## config.mk

```make
export PLATFORM = sky130hd
export DESIGN_NAME = v3n_sqrt
export DESIGN_NICKNAME = d
export VERILOG_FILES = /design/src/hw/rtl/v3n_pkg.sv /design/src/hw/rtl/v3n_sqrt.sv
export SDC_FILE = /design/constraint.sdc
export NUM_CORES = 2
export LEC_CHECK = 0
export BUFFER_PORTS_ARGS = -buffer_cell sky130_fd_sc_hd__buf_2
export CAP_MARGIN = 10
export CORE_MARGIN = 3
export CORE_UTILIZATION = 40
export CTS_BUF_LIST = sky130_fd_sc_hd__clkbuf_8
export CTS_CLUSTER_DIAMETER = 30
export DETAILED_ROUTE_END_ITERATION = 7
export GPL_ROUTABILITY_DRIVEN = 0
export PLACE_DENSITY = 0.57
export SLEW_MARGIN = 20
export SYNTH_ARGS = -nofsm -noshare
export SYNTH_HDL_FRONTEND = slang
export SYNTH_SLANG_ARGS = --single-unit
```

## constraint.sdc

```tcl
create_clock -name clk -period 16.54 [get_ports clk]
set_input_delay 1.654 -clock clk [delete_from_list [all_inputs] [get_ports clk]]
set_output_delay 1.654 -clock clk [all_outputs]
set_load 0.01 [all_outputs]
```

## src/hw/rtl/v3n_pkg.sv

```systemverilog
package v3n_pkg;

	localparam int CB    = 16;
	localparam int SB    = 2 * CB;
	localparam int RB    = CB;
	localparam int UB    = 15;
	localparam int AW    = 2 * SB + 2;
	localparam int OW    = 16;
	localparam int NSTG  = 16;
	localparam int NLANE = 3;

	typedef struct packed {
		logic [RB-1:0] r;
		logic [SB-1:0] s;
		logic          zero;
	} sqrt_stage_t;

	typedef struct packed {
		logic [UB-1:0]        q;
		logic signed [AW-1:0] a;
		logic signed [AW-1:0] b;
		logic [SB-1:0]        s;
		logic [SB-1:0]        sq;
		logic                 neg;
	} unit_stage_t;

endpackage

```

## src/hw/rtl/v3n_sqrt.sv

```systemverilog
module v3n_sqrt
	import v3n_pkg::*;
(
	input  logic          clk,
	input  logic          en,
	input  logic [SB-1:0] s,
	input  logic          zero,
	output logic [RB-1:0] root,
	output logic          zero_out
);

	function automatic sqrt_stage_t sqrt_step(input sqrt_stage_t p, input int bi);
		sqrt_stage_t   n;
		logic [RB-1:0] t;
		n = p;
		t = p.r | (RB'(1) << bi);
		if (({{RB{1'b0}}, t} * {{RB{1'b0}}, t}) <= p.s) n.r = t;
		return n;
	endfunction

	sqrt_stage_t init;
	sqrt_stage_t pipe_s [NSTG];

	assign init = '{r: '0, s: s, zero: zero};

	for (genvar k = 0; k < NSTG; k++) begin : g_stage
		if (k == 0) begin : g_first
			always_ff @(posedge clk) begin
				if (en) begin
					pipe_s[k] <= sqrt_step(init, RB - 1);
				end
			end
		end else begin : g_next
			always_ff @(posedge clk) begin
				if (en) begin
					pipe_s[k] <= sqrt_step(pipe_s[k-1], RB - 1 - k);
				end
			end
		end
	end

	assign root     = pipe_s[NSTG-1].r;
	assign zero_out = pipe_s[NSTG-1].zero;

endmodule

```

== Word level (Yosys, flattened, before mapping) ==
Memories as Yosys holds them, arrays and structs flattened.
Cells that the tools add are included.

* Flip-flop bits (word level): 0
* Bits in latches: 0
* Memory bits (writable): 784
* Bits in read-only memories: 0
* Input port bits: 35
* Output and inout port bits: 17
* Logic and storage cells: 66
* Memories kept: 1

* Add/sub/neg operators: 0
* Multipliers: 15
* Divide/modulo/power cells: 0
* Order comparisons: 16
* Eq/ne operators: 0
* Shifts and indexed selects: 0
* Muxes and demuxes: 34
* Bitwise logic cells: 0
* Reduce and logical (&&, ||, !) cells: 0

{| class="wikitable"
|+ Memory list
! memory !! words !! bits a word !! rd ports !! clocked after memory_dff !! wr ports !! RTL line !! RTL
|-
| pipe_s || 16 || 49 || 16 || 0 || 16 || v3n_sqrt.sv:22 || <nowiki>sqrt_stage_t pipe_s [NSTG];</nowiki>
|}

{| class="wikitable"
|+ Operators by type and width
! kind !! number
|-
| <= comparator 32 bit || 15
|-
| multiplier 16 x 16 -> 32 bit || 15
|-
| two-way mux 16 bit || 17
|-
| <= comparator 31 x 32 -> 1 bit, first input constant || 1
|-
| two-way mux 15 bit || 1
|-
| two-way mux 14 bit || 1
|-
| two-way mux 13 bit || 1
|-
| two-way mux 12 bit || 1
|-
| two-way mux 11 bit || 1
|-
| two-way mux 10 bit || 1
|-
| two-way mux 9 bit || 1
|-
| two-way mux 8 bit || 1
|-
| two-way mux 7 bit || 1
|-
| two-way mux 6 bit || 1
|-
| two-way mux 5 bit || 1
|-
| two-way mux 4 bit || 1
|-
| two-way mux 1 bit || 3
|-
| two-way mux 3 bit || 1
|-
| two-way mux 2 bit || 1
|}

== Logic depth before layout (Yosys ltp) ==
An unclocked memory read counts as a cell.

* Depth in word-level cells: 5
* Gate-level depth with buffers: 32
* Gate-level depth less buffers: 31

== Worst setup path after synthesis ==
No wires, ideal clock.

* Path type: register -> register
* Start point: mem pipe_s[1][191] (netlist name)
* End point: mem pipe_s[1][232] (netlist name), data pin
* Library setup time: 0.262 ns
* Arrival: 6.882 ns
* Required time: 16.278 ns
* Path slack: 9.396 ns
* Stages on the path, launching flop included: 29
* Path buffers: 1
* Period minus slack after synthesis: 7.144 ns
* Cell sequence: edfxtp_1 > clkbuf_1 > nand2_1 > fa_1 > inv_1 > fa_1 > inv_1 > fa_1 > inv_1 > fa_1 > inv_1 > fa_1 > inv_1 > ha_1 > ha_1 > a21o_1 > or3_1 > o211ai_1 > a21oi_1 > or2_2 > a31oi_1 > mux2i_1 > o2111ai_1 > ha_1 > nand4_1 > nor4_1 > o31ai_1 > o31ai_1 > o21ai_0

{| class="wikitable"
|+ RTL lines
! element !! RTL line
|-
| start, declared || v3n_sqrt.sv:22
|}

==> run_results.csv <==
group,metric,value,unit
worst_hold_path,min-delay-path-class,"register to register",
global_route,antenna_found_initial,2,
sta,slew_violations,0,
detailed_routing,wirelength,142000,um
detailed_routing,wire_per_inst,16.7,um
global_route,grt_pass1_wl,236000,um
final_layout,num-nets-final,8139,
clocking,cts_buffers,142,
global_route,grt_usage,0.171,
setup_path,max_stage_delay,0.95,ns
floorplan,coreArea,165000,um^2
floorplan,initial_core_util,0.403,
logic_synthesis,synth_cell_types,70,
setup_path,worstSetupPathType,"register to register",
detailed_routing,vias_per_cell,4.87,
sta,rsz0062_at_grt,"false",
detailed_routing,drt_iter0_drc,2101,
floorplan,io_pins,52,
logic_synthesis,synth_top_cells_by_area,"edfxtp_1 (28%), fa_1 (24%), ha_1 (21%), inv_1 (8.1%), xnor2_1 (2.9%)",
clocking,post_cts_buffers,0,
floorplan,dieHeight,414,um
global_route,grt_max_degree,101,
detailed_routing,drc_errors,0,
final_layout,largest_reg_flops,632,
final_layout,final_cell_area,72400,um^2
final_layout,top_register,"pipe_s",
setup_path,cp_slowest_cell,"edfxtp_1",
sta,hold_viol_final,0,
clocking,tritoncts,"done",
clocking,h-tree-depth,4,
final_layout,drive_above_1_share,0.0524,
sta,skew,0.0423,ns
global_route,grt_overflow,0,
clocking,cts_sinks,632,
detailed_routing,via_count,41400,
final_layout,top_regs,"pipe_s (632)",
logic_synthesis,synth-edff-count,632,
setup_path,critPathCaptureType,"register",
setup_path,reg2reg_slack,8.36,ns
logic_synthesis,postSynth.asyncResetShare,0,
logic_synthesis,yosys_warnings,0,
setup_path,crit_arrival,8.84,ns
run,maxCapViolCount,0,
logic_synthesis,yosys.area.top_type,"edfxtp_1",
floorplan,rows,149,
outcome,status,"completed",
sta,totalNegativeSetupSlack,0,ns
sta,period_share,0.495,
sta,slew-limit-headroom,0.282,
logic_synthesis,avgSynthCellArea,10.9,um^2
detailed_routing,drtPass1Iterations,5,
clocking,cts-root-buf,"clkbuf_8",
global_route,grt_pass1_vias,44800,
sta,final-setup-viol-count,0,
setup_path,critPathMaxFanout,16,
floorplan,die_area,172000,um^2
detailed_routing,antenna_left,0,
clocking,clock_latency,0.85,ns
final_layout,post-route-util,0.438,
clocking,clkSlewWorstSetupHoldPaths,0.06,ns
clocking,cts.repair.resized,0,
logic_synthesis,synth_area,66700,um^2
logic_synthesis,synth_flop_cell,"edfxtp_1",
clocking,cts_buffer_depth,3,
logic_synthesis,netlist_instances,6097,
sta,min_period,8.18,ns
logic_synthesis,seq_area_frac_synth,0.284,
placed_design,port_buffers,51,
sta,worst_pin_slew,1.08,ns
floorplan,die_width,414,um
placed_design,place_area,69400,um^2
setup_path,crit_top_cell,"inv_1",
setup_path,cp-start-kind,"register",
setup_path,critical_path_required,17.20,ns
logic_synthesis,synth_nets,8038,
placed_design,hpwl,115000,um
logic_synthesis,ys_ff_latch,632,
final_layout,syn_to_final_growth,8.59,%
sta,max_clock_freq,0.122,GHz
logic_synthesis,synth.top_cell.area_share,0.284,
clocking,hold_buffers,0,
## synthesized netlist by cell type (15+ instances only)
cell and instances:
nand4_1 74, inv_1 1435, a211oi_1 16, a21o_1 164, ha_1 1108, fa_1 798
nor2b_1 43, xnor2_1 221, o21ai_0 123, a21oi_1 193, nor3_1 40, xor2_1 62
or2_2 30, buf_4 16, nand3_1 32, edfxtp_1 632, clkbuf_1 93, nor4_1 42
nand2_1 335, nor2_1 207, nand2b_1 30, and2_1 209, o21bai_1 21, o21a_1 15
a31oi_1 16
## worst max-delay path: cells and delay by family (launching register included)
family	cells	cell delay (ns)
compound gates	9	1.79
simple gates	4	0.80
buf+inv	7	0.69
flops	1	0.95
fa+ha+maj	8	3.77
## logic make-up (layout without fill, tap and decap cells)
kind of cell	after synthesis	after routing	synth area share
flip-flops	632	632	0.284
adder cells (fa/ha/maj)	1907	1907	0.447
buffers and inverters	1548	1763	0.0880
multiplexers	15	15	0.00249
AND/OR/NAND/NOR	1089	1089	0.0815
AO/OA/AOI/OAI	622	622	0.0587
other	0	1	0
XOR/XNOR	284	284	0.0374
## per-stage QoR
step / hold slack, ns / setup WS [ns] / std cells
6_report: 0.419 / 8.36 / 8502
5_1_grt: 0.422 / 7.71 / 8502
4_1_cts: 0.420 / 8.32 / 8501
3_5_place_dp: 0.405 / 8.35 / 8243
3_3_place_gp: 0.400 / 8.37 / 8243
2_1_floorplan: 0.400 / 9.40 / 6097
## layout by cell type (no fill, tap or decap), drive strengths merged, types with 6 or more instances in the layout
master	synthesis	layout
clkinv	1	55
xnor2	222	222
and3	9	9
or3	6	6
o31ai	10	10
xor2	62	62
buf	18	68
nor4b	10	10
a31oi	16	16
or2	30	30
and2	209	209
a21oi	194	194
nand2b	30	30
a31o	6	6
nor4	42	42
nand4	74	74
a211oi	17	17
o21ai	125	125
bufinv	0	15
nor2b	43	43
nand3	32	32
nor2	207	207
fa	798	798
edfxtp	632	632
o22ai	7	7
nand2	335	335
o21bai	21	21
clkbuf	93	142
mux2	13	13
o211ai	13	13
o21a	16	16
nor3	40	40
ha	1108	1108
clkinvlp	0	14
a21o	164	164
inv	1436	1469
## metal layers
layer / share of wire / wire length, um / vias up / track usage
met2: 0.48 / 67800 / 608 / 0.285
met3: 0.032 / 4590 / 173 / 0.0215
met4: 0.019 / 2690 / 0 / 0.0435
met1: 0.47 / 67000 / 20600 / 0.237
met5: 0 / 0 / - / 0
li1: - / - / 20000 / -
## final cells by class
| class | count | area [um^2] |
|---|---|---|
| diodes | 1 | 2.50 |
| well taps | 2189 | 2740 |
| flip-flops and latches | 632 | 19000 |
| inverters | 1437 | 5390 |
| clock inverters | 116 | 1120 |
| fillers | 15500 | 92900 |
| multi-input cells | 3917 | 41900 |
| repair buffers | 68 | 393 |
| clock buffers | 142 | 1950 |
## final timing paths
| kind | from | to | cells past startpoint |
|---|---|---|---|
| worst min-delay path | pipe_s[1][98]$_DFFE_PP_ | pipe_s[1][147]$_DFFE_PP_ | 0 |
| worst max register to register | pipe_s[1][332]$_DFFE_PP_ | pipe_s[1][376]$_DFFE_PP_ | 28 |
| worst min register to register | pipe_s[1][98]$_DFFE_PP_ | pipe_s[1][147]$_DFFE_PP_ | 0 |
| worst max-delay path | pipe_s[1][332]$_DFFE_PP_ | pipe_s[1][376]$_DFFE_PP_ | 28 |
Power is not shown: default switching activity piles up to over one toggle a cycle in this logic, so the estimate is an artifact.
