[src/hw/rtl/v3n_pkg.sv]
package v3n_pkg;

	localparam int CB    = 16;
	localparam int SB    = 2 * CB;
	localparam int RB    = CB;
	localparam int UB    = 15;
	localparam int AW    = 2 * SB + 2;
	localparam int OW    = 16;
	localparam int NSTG  = 16;
	localparam int NLANE = 3;

	typedef struct packed {
		logic [RB-1:0] r;
		logic [SB-1:0] s;
		logic          zero;
	} sqrt_stage_t;

	typedef struct packed {
		logic [UB-1:0]        q;
		logic signed [AW-1:0] a;
		logic signed [AW-1:0] b;
		logic [SB-1:0]        s;
		logic [SB-1:0]        sq;
		logic                 neg;
	} unit_stage_t;

endpackage

[src/hw/rtl/v3n_prep.sv]
module v3n_prep
	import v3n_pkg::*;
(
	input  logic                 clk,
	input  logic                 en,
	input  logic signed [CB-1:0] comp,
	output logic [SB-1:0]        sq_s1,
	output logic                 neg_s1
);

	logic [CB-1:0] mag;

	assign mag = comp[CB-1] ? CB'(-comp) : CB'(comp);

	always_ff @(posedge clk) begin
		if (en) begin
			sq_s1  <= SB'({{CB{1'b0}}, mag} * {{CB{1'b0}}, mag});
			neg_s1 <= comp[CB-1];
		end
	end

endmodule

[config.mk]
export PLATFORM = sky130hd
export DESIGN_NAME = v3n_prep
export DESIGN_NICKNAME = d
export VERILOG_FILES = /design/src/hw/rtl/v3n_pkg.sv /design/src/hw/rtl/v3n_prep.sv
export SDC_FILE = /design/constraint.sdc
export NUM_CORES = 1
export LEC_CHECK = 0
export BUFFER_PORTS_ARGS = -buffer_cell sky130_fd_sc_hd__buf_4
export CELL_PAD_IN_SITES_DETAIL_PLACEMENT = 0
export CELL_PAD_IN_SITES_GLOBAL_PLACEMENT = 1
export CORE_MARGIN = 5
export CORE_UTILIZATION = 24
export DETAILED_ROUTE_END_ITERATION = 8
export PLACE_DENSITY = 0.57
export SYNTH_ARGS = -nofsm -noshare
export SYNTH_HDL_FRONTEND = slang
export SYNTH_SLANG_ARGS = --single-unit
[constraint.sdc]
create_clock -name clk -period 19.99 [get_ports clk]
set_input_delay 0.9995 -clock clk [delete_from_list [all_inputs] [get_ports clk]]
set_output_delay 0.9995 -clock clk [all_outputs]
set_load 0.01 [all_outputs]
Yosys cells after proc, flatten, opt, wreduce, memory -nomap -nowiden. Cells that the tools add are included.

Register bits: 33. Input port bits: 18. Output and inout bits: 33. Logic and storage cells: 5.

Add/sub/neg operators: 1. Multiply operators: 1. Muxes and demuxes: 1.

Operators by type and width (number): 16-bit by 16-bit multiplier with 32-bit output (1); 16-bit two-way mux (1); 16-bit negator (1).

Longest topological paths before layout. Gate-level depths: netlist (run 1).

Depth after elaboration: 3. Gate-level depth with buffers: 30.

Least setup slack after synthesis (run 1). No wires, ideal clock.

Path type: input -> register. Start: input port comp[0]. End: register sq_s1[25] (data pin). Setup time: 0.274 ns. Arrival: 8.061 ns. Required time: 19.716 ns. Slack: 11.656 ns. Stages on the path: 30. Path through: inv_1 clkbuf_1 ha_1 nand3b_1 o31ai_1 xor2_1 clkinv_1 nand2_1 inv_1 fa_1 inv_1 fa_1 inv_1 fa_1 inv_1 fa_1 inv_1 fa_1 inv_1 fa_1 inv_1 ha_1 clkbuf_1 a2111oi_0 o21ai_0 a22o_1 nor3_1 o21a_1 mux2i_1 o2111ai_1.

Word-level cells in the longest chain between the ends: 3.

Ends and longest elaborated chain: from (decl) (line v3n_prep.sv:6) `input logic signed [CB-1:0] comp,`; 16-bit negator (line v3n_prep.sv:13) `assign mag = comp[CB-1] ? CB'(-comp) : CB'(comp);`; 16-bit two-way mux (*) (line v3n_prep.sv:13); 16-bit by 16-bit multiplier with 32-bit output (*) (line v3n_prep.sv:17) `sq_s1 <= SB'({{CB{1'b0}}, mag} * {{CB{1'b0}}, mag});`; to (signal assigned) (line v3n_prep.sv:17); to (decl) (line v3n_prep.sv:7) `output logic [SB-1:0] sq_s1,`.

Every way passes the cells marked *; elsewhere a longest branch is shown, timed or not. A chain may end at the register's enable or synchronous reset.

Worst setup path after layout (run 1). Ends and elaborated chain as after synthesis.

==> results, run 1 <==
- The post-synthesis cell area is around 8500 um2.
- Dividing the final minimum period by the clock period gives roughly 48%.
- The critical path buffer and inverter count is 8.
- The number of design-rule violations left by the first detailed-router iteration is approximately 340.
- Synthesis handed over a netlist of roughly 920 instances.
- The number of buffers created by CTS is 5.
- Of all nets on the critical path, the largest fanout is 17.
- The number of flip-flops and latches in the synthesized netlist is 32.
- The die is roughly 200 um wide.
- The overall via count from detail_route is approximately 6000.
- The delay of the slowest cell on the worst path is around 0.76 ns.
- The count of antenna diodes in the layout is 0.
- The area added between synthesis and finish is 12.7%.
- Dividing the synthesized area by the synthesized cell count gives 9.24 um2.
- Tracing the worst setup path back leads to its startpoint at comp[0].
- The floorplan has between 60 and 70 rows.
- The critical path's slowest cell is xor2_1.
- The number of antenna violations at the first check in global routing is 0.
- The port buffer count is just under 50.
- Entering global routing, the biggest net connects 33 pins.
- The required time at the endpoint of the critical path is approximately 20 ns.
- For the pin with the worst max-slew slack, the measured transition is about 0.93 ns.
- Setup violations remaining at the end of the flow were counted as 0.
- The number of cells on the critical path is 27.
- The worst setup path is captured at a flop.
- The cell sitting at the root of the clock tree is a clkbuf_16.
- The region available for standard cell placement spans 34700 um2.
- Headroom to the max-slew limit came out at a little under two fifths.
- The initial utilization of the core area, before any placement, comes to about a quarter.
- The count of cells resized by post-cts repair is 0.
- Setup repair after global routing left no endpoint under its margin.
- The number of slew-limit violations in the final report is 0.
- TritonCTS built the clock tree.
- The global-route wire length before repair is roughly 36 mm.
- The number of hold violations in the final report was 0.
- The critical path ends at sq_s1[25].
- The post-detailed-route wirelength per cell is about 15 um.
- For the finished layout, the period the worst path requires is around 9.7 ns.
- Summing the sequential cell areas from Yosys gives a little under an eighth of the chip area.
- Buffers inserted to repair hold after CTS numbered 0.
- The most used flip-flop cell after synthesis is edfxtp_1.
- After synthesis, the netlist uses 58 different library cells.
- The routability-driven placement congestion ratio is 0.850.
- In this design, the largest share of critical-path delay is due to adder cells.
- The H-tree level count is 2.
- Of all flip-flops after synthesis, the portion carrying an async set or reset was 0%.
- The post-detailed-route DRC marker count is 0.
- Detailed placement ended at an HPWL of ~19 mm.
- Max-cap violations in this run came to 0.
- The min-delay analysis places its worst path in the category in2reg.
- After clock tree synthesis, the setup repair step added 0 buffers.
- In this run the deepest clock path goes through 2 buffers.
- The overall routing resource usage is 11.4%.
- The final sum of negative setup slack is 0 ns.
- The critical path is of the in2reg type.
- Timing would allow up to 104 MHz.
- The via count of the first global-routing pass is around 6600.
- Summed over all layers, the global routing overflow is 0.
- The data arrival at the endpoint of the critical path is between 9 and 10 ns.
- The synthesis warning total is 0.
- The sort of element at the start of the critical path is an input port.
- The clock-pin slew of the registers on the worst-case setup and hold paths is around 0.06 ns.
- The die area is about 39000 um2.
- The flow ran to the end, and the final reports show no timing, DRC or antenna violations.
- The synthesized design contains 32 enable-type register cells.
- The floorplan die height is 198 um.
- For this design, the sink count on the clock tree is 32.
- After detailed routing, the total wire length is around 22 mm.
- The share of final-layout standard cells stronger than drive strength 1 is 7.51%.
- The count of nets left with antenna violations once routing finished came out at 0.
- The number of I/O pins is between 50 and 60.
- The final layout contains approximately 1300 nets.
- The first TritonRoute pass finished after 5 iterations.
- Dividing the detail-routed via count by the number of cells gives approximately 4.3.
==> cells in the mapped netlist (all sizes together), types with 8 or more instances <==
library cell,n,share of area (%)
nand2,85,3.8
edfxtp,32,11
fa,164,39
ha,97,14
a21o,12,1.1
xnor2,28,3.0
o21ai,23,1.4
o21a,8,0.71
inv,245,11
nor2,79,3.7
xor2,19,2.0
clkbuf,19,0.84
a21oi,25,1.5
==> state kept, by name, summed over array words and instances, names as in the netlist <==
register  flops
sq_s1        31
neg_s1        1
==> per-stage QoR <==
stage	hold WS (ns)	instances	worst slack, ns	cell area [um2]	util, %
6_report	0.961	1427	10.34	9570	27.6
5_1_grt	0.962	1427	9.64	9570	27.6
4_1_cts	0.950	1427	10.42	9570	27.6
3_5_place_dp	1.25	1420	10.13	9440	27.2
3_3_place_gp	1.25	1420	10.29	9440	27.2
2_1_floorplan	1.10	929	11.66	8530	-
==> final cells by class <==
class,count,area (um2)
fillers,3781,25100
multi-input cells,625,6530
flip-flops and latches,32,961
inverters,250,938
well taps,455,569
repair buffers,58,435
clock buffers,5,125
clock inverters,2,7.51
==> cells in the final DEF (no fill, tap or decap), types with 7 or more instances in the layout <==
cell	count
a21o_1	12
a21oi_1	25
buf_4	58
clkinv_1	7
conb_1	12
edfxtp_1	32
fa_1	164
ha_1	97
inv_1	242
nand2_1	85
nor2_1	78
o21a_1	8
o21ai_0	21
xnor2_1	27
xor2_1	18
==> cells by family after synthesis <==
kind of cell    after synthesis  share of synthesized area, %
buf+inv                     272                          12.2
flops                        32                          11.3
mux                           1                         0.118
fa+ha+maj                   261                          53.0
simple gates                201                          10.4
compound gates              103                          7.92
other cells                   2                        0.0885
xor+xnor                     47                          5.03
==> worst min-delay path by stage <==
stage	from	to	slack (ns)	cells after the start
2_1_floorplan	comp[15]	neg_s1	1.10	0
3_3_place_gp	comp[0]	sq_s1[0]	1.25	1
3_5_place_dp	comp[0]	sq_s1[0]	1.25	1
4_1_cts	comp[0]	sq_s1[0]	0.95	1
5_1_grt	comp[0]	sq_s1[0]	0.96	1
6_report	comp[0]	sq_s1[0]	0.96	1
==> layer usage <==
layer / up-vias / global-route usage, % / wire (um)
met5: - / 0 / 0
met4: 0 / 1.20 / 125
met3: 10 / 1.74 / 869
met2: 101 / 19.3 / 10800
met1: 3103 / 16.1 / 9830
li1: 2906 / - / -
Power of run 1 is left out: the tool's default activity adds up to more than one toggle a clock period on the data nets, which glitch-free logic cannot reach.
==> inputs of run 2 (changes only) <==
ABC_AREA = 1   (was unset)
PLACE_DENSITY = 0.6   (was 0.57)
clock period = 7.75 ns   (was 19.99 ns; I/O delays follow)
==> run 2 against run 1 <==
Compared with the run above: sequential share of layout area shrank 1.0 points; flip-flop and latch count is the same; non-clock buffer count grew 1; design area grew 11%; synthesized cell count grew 31%; critical path depth grew 5; core utilization shrank 0.18 points; worst setup slack lost 9.4 ns; die area grew 11%; critical path type unchanged; critical endpoint is now sq_s1[29].
==> results, run 2 <==
- The H-tree was split into 2 levels.
- The number of clock sinks seen by CTS is 32.
- The post-synthesis cell type with the largest combined area is fa_1.
- At the placement stage, the worst setup path has a slack of 0.601 ns.
- The number of detailed-route iterations in the first pass is 4.
- The post-detailed-route wirelength per cell is 14.0 um.
- By instance count, the leading cell after synthesis is inv_1.
- Measured against its own limit, the worst slew margin works out to 54.3%.
- The first global-routing pass estimated between 40 and 50 mm of wire.
- The number of flops mapped to enable cells by yosys is 32.
- The critical path's slowest cell is fa_1.
- The count of mapped cells out of synthesis is between 1000 and 1500.
- In the post-synthesis netlist, the biggest area contributors are fa_1, inv_1, ha_1.
- The count of nets left with antenna violations after detail routing is 0.
- Setup repair after global routing left no endpoint under its margin.
- The data arrival at the endpoint of the critical path is roughly 6.8 ns.
- 51 I/O pins were placed.
- After synthesis, the netlist uses 39 different library cells.
- The count of cells resized by post-cts repair is 0.
- Across all layers, the routed design uses approximately 7200 vias.
- Summed over its instances, the top area cell type makes up 34.6% of the synthesized netlist area.
- The number of antenna violations at the first check in global routing is 0.
- The synthesis warning total is 0.
- Hold repair after CTS inserted 0 buffers.
- The period utilization is slightly below 90%.
- From bottom edge to top edge, the die measures ~210 um.
- Setup slack closes at roughly 0.96 ns.
- The register with the most flip-flops in the layout has 31 of them.
- The number of slew-limit violations in the final report is 0.
- Adding up every negative setup slack in the final design gives 0 ns.
- Across every metal layer, demand over resource in global routing totals around an eighth.
- The die span in x is between 200 and 250 um.
- The synthesized design contains 32 register bits.
- The worst-case hold slack is roughly 0.37 ns.
- The top cell types in the final layout, fill and taps aside, are inv_1, nand2_1, fa_1, ha_1, nor2_1.
- The worst hold path class is in2reg.
- The commonest cells after synthesis are inv_1, nand2_1, fa_1.
- The port buffer count is 49.
- The overall routed net length is between 20 and 25 mm.
- After synthesis, the share of flip-flops with an asynchronous set or reset is 0%.
- The die covers approximately 44000 um2.
- STA classifies the critical path endpoint as a flop.
- The maximum clock path buffer count is 2.
- Entering global routing, the biggest net connects 33 pins.
- The total overflow left after global routing is 0.
- The cell seen most often among critical-path stages is inv_1.
- The critical-path maximum fanout is 13.
- Routability-driven placement finished with a final weighted congestion of between 0.8 and 0.9.
- In the routed design, unresolved DRC markers number 0.
- The reported max-cap violation count is 0.
- The number of antenna diodes in the final layout is 0.
- The worst setup path is of the in2reg kind.
- The half-perimeter wire length of the detailed placement result is approximately 22 mm.
- In the routed layout, each cell is associated on average with a via count of about 4.
- The final critical delay including setup and external delays is a little under 7 ns.
- The starting density of the core is between 20 and 25%.
- The region available for standard cell placement spans ~39000 um2.
- The leading cell type in the layout, fill and taps excluded is inv_1.
- The number of design-rule violations left by the first detailed-router iteration is approximately 310.
- The share of the core filled with cells in the final layout is around 27%.
- The post-route netlist has 10.9% of its cells at a drive strength greater than 1.
- The via count of the first global-routing pass is 8040.
- The final net count is around 1500.
- The cell at the root of the clock tree is clkbuf_16.
- The number of hold violations in the final report is 0.
- The flow ran to the end, and the final reports show no timing, DRC or antenna violations.
- TritonCTS built the clock tree.
- The most frequently used flop master after synthesis is edfxtp_1.
- The share of the Yosys chip area taken by registers is ~10%.
- The post-synthesis cell area is approximately 9500 um2.
- The average instance in the mapped netlist occupies 7.90 um2.
- Based on the critical path, the design can be clocked at up to approximately 150 MHz.
- The clock-pin slew of the registers on the worst-case setup and hold paths is approximately 0.070 ns.
- The number of post-CTS setup repair buffers is 0.
- The number of buffers created by CTS is 5.
- The area added between synthesis and finish is 12.2%.
- Setup violations remaining at the end of the flow were counted as 0.
- STA classifies the critical path startpoint as an input port.
- For the pin with the worst max-slew slack, the measured transition is 0.685 ns.
- The floorplan row count is 72.
- The delay of the slowest cell on the worst path is 0.53 ns.
- Counting flops per register, the top entry is sq_s1.
- In the final layout, the registers with the most flip-flops are sq_s1 x31, neg_s1 x1.
- For the worst setup path, the data required time is 7.80 ns.
run 2: changes by cell type in the layout (fill, tap and decap cells not counted), sizes merged, moves of 5 or more:
cell    before  now
o21ai       23    8
nand2       85  301
a211oi       6    0
nand3        6   48
o21a         8    0
a21o        12    3
nor2        79   98
a21oi       25   19
nand4        2   12
xnor2       28    3
o211ai       5    0
inv        245  358
clkinv       7    2
run 2: per-stage QoR:
stage,cells,instance area (um2)
global route,1778,10600
finish,1778,10600
detailed placement,1770,10500
CTS,1778,10600
global placement,1770,10500
floorplan,1210,9520
run 2: final cells by class:
cell class,count,area [um2]
Fill cell,4279,28200
Multi-Input combinational cell,803,7060
Inverter,358,1350
Sequential cell,32,961
Tap cell,518,648
Timing Repair Buffer,59,443
Clock buffer,5,125
Clock inverter,3,37.5
run 2: kinds of logic (layout without fill, tap and decap cells):
| family | Yosys count | count (layout) | synth area share (%) |
|---|---|---|---|
| xor gates and xnor gates | 21 | 21 | 2.30 |
| DFF | 32 | 32 | 10.1 |
| and+or+nand+nor | 475 | 475 | 22.2 |
| AOI/OAI and AO/OA | 34 | 34 | 2.10 |
| buffers and inverters | 375 | 425 | 15.7 |
| adders and majority gates | 261 | 261 | 47.4 |
| other | 2 | 12 | 0.0792 |
run 2: per-layer routing:
layer / global-route usage [%] / wire (um) / vias up / share of wire [%]
met2: 22.2 / 12700 / 98 / 51
met4: 1.96 / 306 / 0 / 1.2
met5: 0 / 0 / - / 0
met1: 15.5 / 11100 / 3496 / 45
met3: 1.36 / 725 / 15 / 2.9
li1: - / - / 3599 / -
run 2: path summary, 6_finish.rpt:
check             startpoint   endpoint  slack [ns]  cells after the start
setup / recovery     comp[1]  sq_s1[29]        0.96                     32
hold / removal       comp[0]   sq_s1[0]        0.37                      1
run 2: critical path, delay by kind of cell:
kind	cells	cell delay [ns]
compound gates	1	0.23
fa+ha+maj	8	3.64
buf+inv	10	0.90
simple gates	13	1.68
Power of run 2 is left out for the same reason.
